`src/ecdf_pkg.sv`:
```
// ----------------------------------------------------------------------------
// ecdf_pkg
// Shared constants and types for the bivariate ECDF dominance counter.
// ----------------------------------------------------------------------------
package ecdf_pkg;

    localparam int MAX_POINTS = 1024;
    localparam int CNT_W      = $clog2(MAX_POINTS + 1);
    localparam int COORD_W    = 32;
    localparam int MODE_W     = 2;
    localparam int FRAC_BITS  = 16;
    localparam int FRAC_W     = FRAC_BITS + 1;
    localparam int STEP_W     = $clog2(FRAC_W);

    localparam logic [MODE_W-1:0] MODE_ADD   = 2'd0;
    localparam logic [MODE_W-1:0] MODE_QUERY = 2'd1;
    localparam logic [MODE_W-1:0] MODE_CLEAR = 2'd2;

    typedef struct packed {
        logic signed [COORD_W-1:0] x;
        logic signed [COORD_W-1:0] y;
    } point_t;

    typedef struct packed {
        logic             vld;
        logic [CNT_W-1:0] cnt;
        logic [CNT_W-1:0] rem;
    } tok_t;

    typedef enum logic [2:0] {
        ST_IDLE  = 3'b001,
        ST_CHAIN = 3'b010,
        ST_DIV   = 3'b100
    } state_t;

endpackage

```
`src/ecdf_div.sv`:
```
// ----------------------------------------------------------------------------
// ecdf_div
// Restoring divider: floor(num * 2^16 / den) for num <= den, one quotient
// bit per cycle.
// ----------------------------------------------------------------------------
module ecdf_div
(
    input  logic                        clk,
    input  logic                        rst_n,
    input  logic                        start,
    input  logic [ecdf_pkg::CNT_W-1:0]  num,
    input  logic [ecdf_pkg::CNT_W-1:0]  den,
    output logic                        done,
    output logic [ecdf_pkg::FRAC_W-1:0] quo
);
    import ecdf_pkg::*;

    logic              busy_reg;
    logic              busy_next;
    logic              done_reg;
    logic              done_next;
    logic [STEP_W-1:0] step_reg;
    logic [STEP_W-1:0] step_next;
    logic [CNT_W:0]    rem_reg;
    logic [CNT_W:0]    rem_next;
    logic [CNT_W-1:0]  den_reg;
    logic [CNT_W-1:0]  den_next;
    logic [FRAC_W-1:0] quo_reg;
    logic [FRAC_W-1:0] quo_next;
    logic              ge;
    logic [CNT_W:0]    diff;

    always_comb
    begin
        busy_next = busy_reg;
        done_next = 1'b0;
        step_next = step_reg;
        rem_next  = rem_reg;
        den_next  = den_reg;
        quo_next  = quo_reg;
        ge   = rem_reg >= {1'b0, den_reg};
        diff = ge ? rem_reg - {1'b0, den_reg} : rem_reg;
        if (start)
        begin
            busy_next = 1'b1;
            step_next = '0;
            rem_next  = {1'b0, num};
            den_next  = den;
            quo_next  = '0;
        end
        else if (busy_reg)
        begin
            quo_next  = {quo_reg[FRAC_W-2:0], ge};
            rem_next  = {diff[CNT_W-1:0], 1'b0};
            step_next = step_reg + 1'b1;
            if (step_reg == STEP_W'(FRAC_W - 1))
            begin
                busy_next = 1'b0;
                done_next = 1'b1;
            end
        end
    end

    always_ff @(posedge clk or negedge rst_n)
    begin
        if (!rst_n)
        begin
            busy_reg <= 1'b0;
            done_reg <= 1'b0;
            step_reg <= '0;
        end
        else
        begin
            busy_reg <= busy_next;
            done_reg <= done_next;
            step_reg <= step_next;
        end
    end

    always_ff @(posedge clk)
    begin
        rem_reg <= rem_next;
        den_reg <= den_next;
        quo_reg <= quo_next;
    end

    assign done = done_reg;
    assign quo  = quo_reg;

endmodule
```
`config.mk`:
```
export PLATFORM = sky130hd
export DESIGN_NAME = ecdf_div
export DESIGN_NICKNAME = d
export VERILOG_FILES = /design/src/ecdf_pkg.sv /design/src/ecdf_div.sv
export SDC_FILE = /design/constraint.sdc
export NUM_CORES = 1
export LEC_CHECK = 0
export BUFFER_PORTS_ARGS = -buffer_cell sky130_fd_sc_hd__buf_2
export CORE_MARGIN = 1
export CORE_UTILIZATION = 50
export DETAILED_ROUTE_END_ITERATION = 12
export PLACE_DENSITY_LB_ADDON = 0.1
export SLEW_MARGIN = 20
export SYNTH_ARGS = -nofsm -noshare
export SYNTH_HDL_FRONTEND = slang
export SYNTH_SLANG_ARGS = --single-unit
export TNS_END_PERCENT = 100
```
`constraint.sdc`:
```
create_clock -name clk -period 2.5 [get_ports clk]
set_input_delay 0.5 -clock clk [delete_from_list [all_inputs] [get_ports clk]]
set_output_delay 0.5 -clock clk [all_outputs]
set_load 0.01 [all_outputs]
```
==> impl_results.md <==
* CTS tree: built
* Setup tns final at 0 ns
* Layout filler cell count at between 400 and 500
* Largest net degree at the start of global routing at 33
* Share of layout cells above drive strength 1 at 0.251
* Seq cells post-synth at 47
* Power Dens Cells at 985 nW/um2
* Final #Nets at around 320
* Crit path DAT at approximately 2.4 ns
* Hold-fix buffers at CTS at 0
* Pre-antenna DRT Iters at 4
* Diode count at 0
* Kind of start point of the critical path: flop
* Final setup fails at 0
* Initial antenna violation count at 0
* IO Pins at between 40 and 50
* Vias per inst at roughly 5.3
* Clock-pin slew of the registers on the worst-case setup and hold paths at around 0.09 ns
* Actual slew at the worst max-slew pin at about 0.34 ns
* Die extent in x at a little over 70 um
* Starting DRC count in detailed routing at 74
* Clock Skew at about 0.0055 ns
* Yosys top cell by area: edfxtp_1
* Min-delay worst type: primary input to async pin
* Total grt overflow at 0
* Via Count at roughly 1,800
* Number of synthesized flops with an enable pin at 22
* Asr flop ratio synth at 0.149
* Tot GR Track Use at 0.191
* DR WL/cell at ~13 um
* Max Freq at about 0.44 GHz
* Antenna Violating Nets Remaining at 0
* CTS H-tree lvls at 2
* Worst endpoint required time at 2.56 ns
* Total CTS buffers at 5
* Peak supply drop at about 380 uV
* Post-synth cell types at 55
* Worst R2R End: rem_reg[7]
* Top FF cell, synth: edfxtp_1
* Clk buf depth at 2
* HPWL Detailed at around 3300 um
* Reg2reg setup slack at around 0.21 ns
* Final GP Congestion at a little under 0.8
* Die area at between 5000 and 6000 um2
* RSZ-0062 raised after global routing: no
* Yosys warning count at 0
* Root buf cell: clkbuf_8
* P&R area growth vs syn at 17.5%
* Area of the multi-input gates at ~1100 um2
* Port buffer count at 42
* Slew Limit Fails at 0
* Final Power at about 2.8 mW
* Core area at ~4700 um2
* Number of global-route vias before repair at roughly 1,700
* Tmin final at around 2.3 ns
* Leakage Power at between 1 and 1.5 nW
* RR Startpoint: rem_reg[0]
* R2R depth at 9
* Starting Density at 0.520
* Rows at 25
* CP Capture Type: flop
* Max FFs per register at 17
* Synthesized Nets at between 200 and 300
* Mean area per synthesized cell at approximately 10 um2
* Clock Latency Late Sink at around 0.30 ns
* Worst Setup SP: rem_reg[0]
* Worst Path Max Fanout at 3
* Critical path class: flop to flop
* Cells after Synth at around 240
* Global-route wire length before repair at 7710 um
* Final Hold Fails at 0
* Synth top area cells: edfxtp_1 27%, dfxtp_1 15%, mux2i_1 7.3%, dfrtp_1 7.1%, ha_1 6.6%
* Detailed-route DRC error count at 0
* Slew HR at 0.776
* Post-Syn Area at 2460 um2
* Clk sinks at 47
* Synth top area share at 0.269
* Die Height at around 72 um
* Total Routed Length at approximately 4700 um
* Post-synthesis sequential area ratio at 0.487
* Max Cap Violations at 0
* Outcome: finished, final reports clean
* Register Area at ~1200 um2
* Final period util at 0.916
metal layers:
layer | GRT usage | routed length, um | part of all wire | vias to the layer above
met1 | 0.253 | 2230 | 0.48 | 876
met4 | 0.0719 | 59 | 0.013 | 0
met5 | 0 | 0 | 0 | -
li1 | - | - | - | 927
met2 | 0.312 | 2210 | 0.47 | 33
met3 | 0.0375 | 163 | 0.035 | 5
placed cells by master (no fill, tap or decap), types with 5 or more instances in the layout:
cell,n
buf_2,42
nor2_1,36
edfxtp_1,22
mux2i_1,18
dfxtp_1,18
inv_1,16
nand2_1,14
ha_1,12
buf_4,9
a31oi_1,8
dfrtp_1,7
a21oi_1,6
xnor2_1,5
xor2_1,5
clkbuf_8,5
critical path, stage by stage, from the launching register on:
cell,delay [ns]
edfxtp_1,0.35
inv_1,0.05
ha_2,0.20
fa_2,0.33
nand2b_2,0.21
a21oi_4,0.13
o2111ai_1,0.15
and3_4,0.22
and3_1,0.17
a221o_1,0.25
through the flow:
stage                     setup slack, ns  std cells   util  cell area [um2]  hold slack, ns
after floorplan                     0.155        235      -             2460           0.204
after global placement              0.125        341  0.583             2750           0.339
after detailed placement            0.108        341  0.583             2750           0.345
after CTS                          0.0981        349  0.609             2880          0.0112
after global routing               0.0482        350  0.611             2890          0.0169
final                               0.210        350  0.611             2890          0.0152
synthesized netlist by cell type (2+ instances only):
master,number
xor2_1,5
nor3b_1,2
nand4_1,3
clkbuf_1,5
mux2i_1,18
nand2_1,14
and3_1,2
or4_1,2
edfxtp_1,22
dfrtp_1,7
buf_6,2
nor3_1,2
nor2_1,36
a21oi_1,6
buf_1,2
buf_2,2
inv_1,16
nand2b_1,3
a311oi_1,2
ha_1,13
dfxtp_1,18
a31oi_1,8
a211oi_1,3
xnor2_1,5
nand3_1,4
o21ai_0,4
worst max path at each step:
| stage | end | slack (ns) |
|---|---|---|
| 2_1_floorplan | rem_reg[7] | 0.16 |
| 3_3_place_gp | rem_reg[7] | 0.13 |
| 3_5_place_dp | rem_reg[7] | 0.11 |
| 4_1_cts | rem_reg[7] | 0.1 |
| 5_1_grt | rem_reg[7] | 0.05 |
| 6_report | rem_reg[7] | 0.21 |
cell families (layout without fill, tap and decap cells):
logic type	after synthesis	count (layout)	share of synthesized area
AO/OA/AOI/OAI	39	39	0.119
multiplexers	18	18	0.0733
AND/OR/NAND/NOR	79	79	0.161
buffers and inverters	28	76	0.0499
XOR/XNOR	10	10	0.0356
flip-flops	47	47	0.487
adder cells (fa/ha/maj)	14	14	0.0743
cell type report:
type / count / share of cell area
Multi-Input combinational cell: 160 / 0.396
Inverter: 17 / 0.0221
Tap cell: 67 / 0.0290
Timing Repair Buffer: 51 / 0.0962
Sequential cell: 47 / 0.414
Clock buffer: 8 / 0.0425
power by group:
group | total [mW] | internal, mW | leakage (nW) | switching (mW)
registers | 1.04 | 0.957 | 0.459 | 0.0787
clock network | 0.585 | 0.320 | 0.0618 | 0.265
logic | 1.23 | 0.567 | 0.877 | 0.658
what timing repair did:
item                                    CTS  global route
endpoints found under the setup margin    0             5
gates resized for setup                   0             2
buffers inserted                          0             1
(Power assumes the default switching activity.)
