File: src/ecdf_pkg.sv
// ----------------------------------------------------------------------------
// ecdf_pkg
// Shared constants and types for the bivariate ECDF dominance counter.
// ----------------------------------------------------------------------------
package ecdf_pkg;

    localparam int MAX_POINTS = 1024;
    localparam int CNT_W      = $clog2(MAX_POINTS + 1);
    localparam int COORD_W    = 32;
    localparam int MODE_W     = 2;
    localparam int FRAC_BITS  = 16;
    localparam int FRAC_W     = FRAC_BITS + 1;
    localparam int STEP_W     = $clog2(FRAC_W);

    localparam logic [MODE_W-1:0] MODE_ADD   = 2'd0;
    localparam logic [MODE_W-1:0] MODE_QUERY = 2'd1;
    localparam logic [MODE_W-1:0] MODE_CLEAR = 2'd2;

    typedef struct packed {
        logic signed [COORD_W-1:0] x;
        logic signed [COORD_W-1:0] y;
    } point_t;

    typedef struct packed {
        logic             vld;
        logic [CNT_W-1:0] cnt;
        logic [CNT_W-1:0] rem;
    } tok_t;

    typedef enum logic [2:0] {
        ST_IDLE  = 3'b001,
        ST_CHAIN = 3'b010,
        ST_DIV   = 3'b100
    } state_t;

endpackage

File: src/ecdf_cell.sv
// ----------------------------------------------------------------------------
// ecdf_cell
// One cell of the point chain: holds one point, shifts it on an add, and
// adds its hit to the query transaction token passing through.
// ----------------------------------------------------------------------------
module ecdf_cell
(
    input  logic            clk,
    input  logic            rst_n,
    input  logic            shift_en,
    input  ecdf_pkg::point_t pt_in,
    output ecdf_pkg::point_t pt_out,
    input  ecdf_pkg::point_t qry,
    input  ecdf_pkg::tok_t   tok_in,
    output ecdf_pkg::tok_t   tok_out
);
    import ecdf_pkg::*;

    point_t pt_reg;
    point_t pt_next;
    tok_t   tok_reg;
    tok_t   tok_next;
    logic   hit;

    always_comb
    begin
        pt_next = shift_en ? pt_in : pt_reg;
        hit = (tok_in.rem != '0)
              && ($signed(pt_reg.x) <= $signed(qry.x))
              && ($signed(pt_reg.y) <= $signed(qry.y));
        tok_next.vld = tok_in.vld;
        tok_next.cnt = tok_in.cnt + {{(CNT_W-1){1'b0}}, hit};
        tok_next.rem = (tok_in.rem != '0) ? tok_in.rem - 1'b1 : tok_in.rem;
    end

    always_ff @(posedge clk)
    begin
        pt_reg <= pt_next;
    end

    always_ff @(posedge clk or negedge rst_n)
    begin
        if (!rst_n)
        begin
            tok_reg <= '0;
        end
        else
        begin
            tok_reg <= tok_next;
        end
    end

    assign pt_out  = pt_reg;
    assign tok_out = tok_reg;

endmodule

File: config.mk
export PLATFORM = sky130hd
export DESIGN_NAME = ecdf_cell
export DESIGN_NICKNAME = d
export VERILOG_FILES = /design/src/ecdf_pkg.sv /design/src/ecdf_cell.sv
export SDC_FILE = /design/constraint.sdc
export NUM_CORES = 1
export LEC_CHECK = 0
export BUFFER_PORTS_ARGS = -buffer_cell sky130_fd_sc_hd__buf_2
export CORE_ASPECT_RATIO = 1.75
export CORE_MARGIN = 5
export CORE_UTILIZATION = 49
export CTS_CLUSTER_SIZE = 28
export DETAILED_ROUTE_END_ITERATION = 6
export PLACE_DENSITY = 0.88
export REMOVE_ABC_BUFFERS = 1
export SLEW_MARGIN = 20
export SYNTH_ARGS = -nofsm -noshare
export SYNTH_HDL_FRONTEND = slang
export SYNTH_SLANG_ARGS = --single-unit
File: constraint.sdc
create_clock -name clk -period 4.9 [get_ports clk]
set_input_delay 0.49 -clock clk [delete_from_list [all_inputs] [get_ports clk]]
set_output_delay 0.49 -clock clk [all_outputs]
set_load 0.01 [all_outputs]
==> impl_metrics.ini, run 1 <==
[grt]
global_route.usage.met3_pct = 8.43
overflow = 0
grt_usage_pct = 23.3
grtUsageMet1_pct = 21.8
grt_pass1_wl_um = 19500
antenna_found_initial = 1
grt_max_degree = 65
grt_pass1_vias = 4198
busiest_layer = met2
grt_util_met2_pct = 42.2

[clock_tree]
root_buffer = clkbuf_16
cts-resized-gates = 0
cts_tree = built
path_clk_slew_ps = 60
post-cts-setup-buffer-count = 0
htree_levels = 3
cts.sinks = 87
cts_buffers = 9
cts_hold_buf = 0
worst_skew_pair.late_latency_ps = 330
cts_buffer_depth = 2

[floorplan]
io_pins = 241
std_cell_rows = 46
die_w_um = 82.5
start_util_pct = 49.9
dieHeight_um = 137
coreArea_um2 = 9040
die-area_um2 = 11300

[timing]
finalCriticalPeriod_ps = 3500
fmax_ghz = 0.285
timing.final.crit_share_pct = 71.5
drv_slew = 0
worstMarginPinSlew_ps = 836
rsz0062_at_grt = no
hold_ws_ps = 128
finalClockSkew_ps = 5.62
max_slew_margin_pct = 44.3
finalHoldViolCount = 0
setup_viol = 0
tns_ps = 0

[layout]
drive_gt1_share_pct = 40.8
finalNonFillerCells = 753
final_area_um2 = 6190
areaGrowthSynthToFinish_pct = 37.3
final_nets = 848

[synthesis]
synthDistinctLibCells = 35
avgSynthCellArea_um2 = 12.0
synth-seq-cells = 87
yosys_most_used_dff = edfxtp_1
synth_area_leaders = edfxtp_1 (43%), ha_1 (19%), dfrtp_1 (13%)
synthArstFlopShare_pct = 26.4
syn_inst = 375
synth.largest_area_cell = edfxtp_1
synth-seq-area-share_pct = 55.4
syn_area_um2 = 4510
yosys_warnings = 0
synth_top_area_share_pct = 42.6
synth_edf_count = 64

[drt]
ant_nets = 0
firstDrtPassIters = 4
vias = 3855
post_drt_via_cell_ratio = 5.12
drc = 0
drt-initial-drc-count = 95
routed_wl_um = 13000
wire_per_inst_um = 17.3

[hold_path]
hold_class = primary input to async pin

[placement]
dp.cells = 736
dp_hpwl_um = 11000
portBuffers = 240
placed_area_um2 = 5870
gp_congestion = 0.916

[pwr]
pwr-share-comb_pct = 17.2
p_per_area_nw_per_um2 = 316
seqPwrFrac_pct = 45.3
clock_power_share_pct = 37.5
p_int_mw = 1.47
power_switching_mw = 0.483
ir_worst_vdd_mv = 0.238
p_leak_nw = 3.20
p_sw_share_pct = 24.7

[critical_path]
required_ps = 5150
end_kind = register
worst-setup-path-type = register to register
path_max_fanout = 3
critical_path_arrival_ps = 3760
crit_path_start_kind = register

[job]
maxCapViolCount = 0

[outcome]
status = complete, no violations
## power groups by stage
stage               combinational, mW  sequential, mW  clock, mW
finish                          0.337           0.886      0.732
global route                    0.380           0.891      0.779
floorplan                       0.127           0.926          0
CTS                             0.341           0.887      0.744
detailed placement              0.339           0.901          0
global placement                0.320           0.897          0
## synthesized netlist by cell type (2+ instances only)
library cell and n:
a21o_1 9, or4_1 3, o21ai_0 8, a21oi_1 25
ha_1 67, dfrtp_1 23, a221oi_1 2, nor3_1 8
inv_1 68, nor2_1 10, edfxtp_1 64, nor4_1 2
nand4_1 16, nand3_1 9, nor2b_1 2, xor2_1 7
o211ai_1 3, nand2_1 21, o31a_1 2, and3_1 2
xnor2_1 9, or3_1 2
## critical path, cell delays in order (launching register included)
cell      delay (ps)
edfxtp_1         450
ha_1             350
nand4_1          170
or4_1            570
or3_4            410
a21oi_2          110
nor4_1            70
and4b_1          180
o31a_1           250
ha_1             220
ha_1             230
and2_1           180
nand4_1          110
xnor2_1          120
## cells by family after synthesis
| kind of cell | Yosys count | share of synthesized area, % |
|---|---|---|
| flip-flops | 87 | 55.4 |
| AND/OR/NAND/NOR | 82 | 9.66 |
| buffers and inverters | 68 | 5.66 |
| adder cells (fa/ha/maj) | 67 | 18.6 |
| AO/OA/AOI/OAI | 54 | 7.38 |
| XOR/XNOR | 16 | 3.11 |
| multiplexers | 1 | 0.222 |
## registers in the layout, summed over array words and instances (netlist names)
signal and cells:
pt_out 64, tok_out 23
## stage by stage
step,power [mW],util (%),worst slack (ps)
after floorplan,1.05,-,1590
after global placement,1.22,64.9,1340
after detailed placement,1.24,64.9,1220
after CTS,1.97,68.5,1380
after global routing,2.05,68.5,1230
final,1.95,68.5,1400
## worst paths after layout
check,endpoint,startpoint,slack [ps],cells after the start
min in group clk,tok_out[22]$_DFF_PN0_,tok_in[22],260,1
max,tok_out[21]$_DFF_PN0_,pt_out[58]$_DFFE_PP_,1400,13
min,tok_out[2]$_DFF_PN0_,rst_n,130,1
min reg2reg,tok_out[11]$_DFF_PN0_,pt_out[63]$_DFFE_PP_,950,5
max in group asynchronous,tok_out[12]$_DFF_PN0_,rst_n,4420,1
max reg2reg,tok_out[21]$_DFF_PN0_,pt_out[58]$_DFFE_PP_,1400,13
## layout by cell type (no fill, tap or decap), types with 2 or more instances in the layout
master	instances
buf_2	240
inv_1	68
ha_1	67
edfxtp_1	64
a21oi_1	25
dfrtp_1	23
nand2_1	21
nand4_1	16
nor2_1	10
a21o_1	9
nand3_1	9
xnor2_1	9
clkbuf_16	9
o21ai_0	8
nor3_1	8
xor2_1	7
or4_1	3
o211ai_1	3
a221oi_1	2
nor2b_1	2
nor4_1	2
or3_1	2
o31a_1	2
and3_1	2
bufinv_16	2
## cell type report
class	instances	area, um2
inverters	68	255
diodes	1	2.50
clock buffers	11	243
clock inverters	5	80.1
flip-flops and latches	87	2500
well taps	120	150
repair buffers	241	1210
multi-input cells	220	1760
fillers	699	2840
## per-layer routing
metal	wire, um	vias to the layer above	part of all wire (%)
met4	624	0	4.8
met2	7100	178	55
met1	4190	1784	32
met3	1090	48	8.4
met5	0	-	0
li1	-	1845	-
Note: power is estimated with default switching activity, not from simulation.
==> inputs of run 2 (changes only) <==
CORE_UTILIZATION = 45   (was 49)
PLACE_DENSITY = 0.82   (was 0.88)
clock period = 3.5 ns   (was 4.9 ns; I/O delays follow)
==> impl_metrics.ini, run 2 (synthesized netlist as in run 1, its figures left out) <==
[clock_tree]
path_clk_slew_ps = 60
cts_tree = built
cts_buffer_depth = 2
worst_skew_pair.late_latency_ps = 330
root_buffer = clkbuf_16
cts_buffers = 9
cts.sinks = 87
htree_levels = 3

[drt]
drt-initial-drc-count = 121
wire_per_inst_um = 16.8
ant_nets = 0
post_drt_via_cell_ratio = 5.08
vias = 3871
routed_wl_um = 12800
drc = 0
firstDrtPassIters = 4

[timing]
rsz0062_at_grt = no
worstMarginPinSlew_ps = 844
finalClockSkew_ps = 7.31
fmax_ghz = 0.298
finalCriticalPeriod_ps = 3360
finalHoldViolCount = 9
timing.final.crit_share_pct = 95.9
drv_slew = 0
fin_ws_ps = 144
setup_viol = 0
hold_ws_ps = -4.98
tns_ps = 0
max_slew_margin_pct = 43.7

[pwr]
p_total_mw = 2.69
p_int_mw = 2.01
ir_worst_vdd_mv = 0.307
pwr-share-comb_pct = 17.6
p_sw_share_pct = 25.2
power_switching_mw = 0.677
clock_power_share_pct = 36.3
p_leak_nw = 3.21
p_per_area_nw_per_um2 = 432
seqPwrFrac_pct = 46.1

[critical_path]
cp_top_family = simple AND/OR/NAND/NOR gates
crit_chain = ha_1 > nand4_1 > or4_4 > or3_4 > a21oi_2 > nor4_1 > and4b_1 > o31a_1 > ha_2 > ha_2 > and2_1 > nand4_1 > xnor2_1
r2r-end = tok_out[21]$_DFF_PN0_
rr_worst_depth = 13
critPathMaxStageDelay_ps = 560
critical_path_arrival_ps = 3610
required_ps = 3750
r2r_slack_ps = 140
end_kind = register
worst-setup-path-type = register to register
path_max_fanout = 3
reg2reg_from = pt_out[63]$_DFFE_PP_
worst-path-buf-inv = 0
crit_slowest_cell = or4_4
crit_path_start_kind = register

[grt]
grt_max_degree = 65
grt_usage_pct = 21.0
overflow = 0
grt_pass1_vias = 4243
grt_pass1_wl_um = 19800
antenna_found_initial = 0

[layout]
finalNonFillerCells = 762
final_cell_mix = buf_2 (240), inv_1 (68), ha_1 (65)
drive_gt1_share_pct = 41.9
nFillCells = 803
areaGrowthSynthToFinish_pct = 37.9
largest_reg_flops = 64
final_nets = 851
final_common_cell = buf_2

[floorplan]
start_util_pct = 45.8
io_pins = 241
die_w_um = 85.7
dieHeight_um = 142
coreArea_um2 = 9850
die-area_um2 = 12200
std_cell_rows = 48

[placement]
gp_congestion = 0.896
pre_cts_ws_ps = 4.10
dp_hpwl_um = 10700
portBuffers = 240
dp.cells = 743

[hold_path]
hold_class = primary input to async pin

[outcome]
status = complete, but fails checks
violations = hold timing

[job]
maxCapViolCount = 0
==> run 2: how the worst max path moves through the flow <==
stage | start | endpoint | slack, ps | depth (start not counted)
after floorplan | pt_out[63]$_DFFE_PP_ | tok_out[21]$_DFF_PN0_ | 240 | 13
after global placement | qry[63] | tok_out[21]$_DFF_PN0_ | 110 | 15
after detailed placement | qry[63] | tok_out[21]$_DFF_PN0_ | 4 | 15
after CTS | pt_out[63]$_DFFE_PP_ | tok_out[21]$_DFF_PN0_ | 50 | 13
after global routing | pt_out[62]$_DFFE_PP_ | tok_out[21]$_DFF_PN0_ | 10 | 13
final | pt_out[63]$_DFFE_PP_ | tok_out[21]$_DFF_PN0_ | 140 | 13
==> run 2: stage by stage <==
step | util, % | hold slack [ps] | area, um2
final | 63.1 | -4.98 | 6220
after global routing | 63.1 | 23.9 | 6210
after CTS | 62.9 | 1.88 | 6200
after detailed placement | 59.8 | 354 | 5890
after global placement | 59.8 | 346 | 5890
after floorplan | - | 54.4 | 4510
==> run 2: repair_timing <==
item                                    in CTS  in global routing
endpoints found under the setup margin       0                  3
hold buffers                                 0                  0
resized for setup                            0                  3
setup buffers                                0                  1
==> run 2: metal layers <==
layer | wire length, um | part of all wire [%] | vias up | track usage, %
met2 | 6910 | 54 | 166 | 38.6
met5 | 0 | 0 | - | 0
met4 | 482 | 3.8 | 0 | 10.9
met3 | 1010 | 7.9 | 38 | 5.79
met1 | 4370 | 34 | 1816 | 21.3
li1 | - | - | 1851 | -
==> run 2: final cells by class <==
type / instances / area [um2] / share of cell area, %
flip-flops and latches: 87 / 2500 / 40.2
multi-input cells: 220 / 1770 / 28.4
repair buffers: 244 / 1230 / 19.8
inverters: 68 / 255 / 4.10
clock buffers: 11 / 253 / 4.06
well taps: 125 / 156 / 2.52
clock inverters: 5 / 55.1 / 0.885
diodes: 2 / 5.00 / 0.0805
==> run 2: power by group through the flow <==
stage                     clock (mW)  sequential [mW]  combinational [mW]
after floorplan                    0             1.30               0.177
after global placement             0             1.26               0.451
after detailed placement           0             1.26               0.472
after CTS                      0.998             1.24               0.476
after global routing            1.05             1.25               0.528
final                          0.975             1.24               0.473
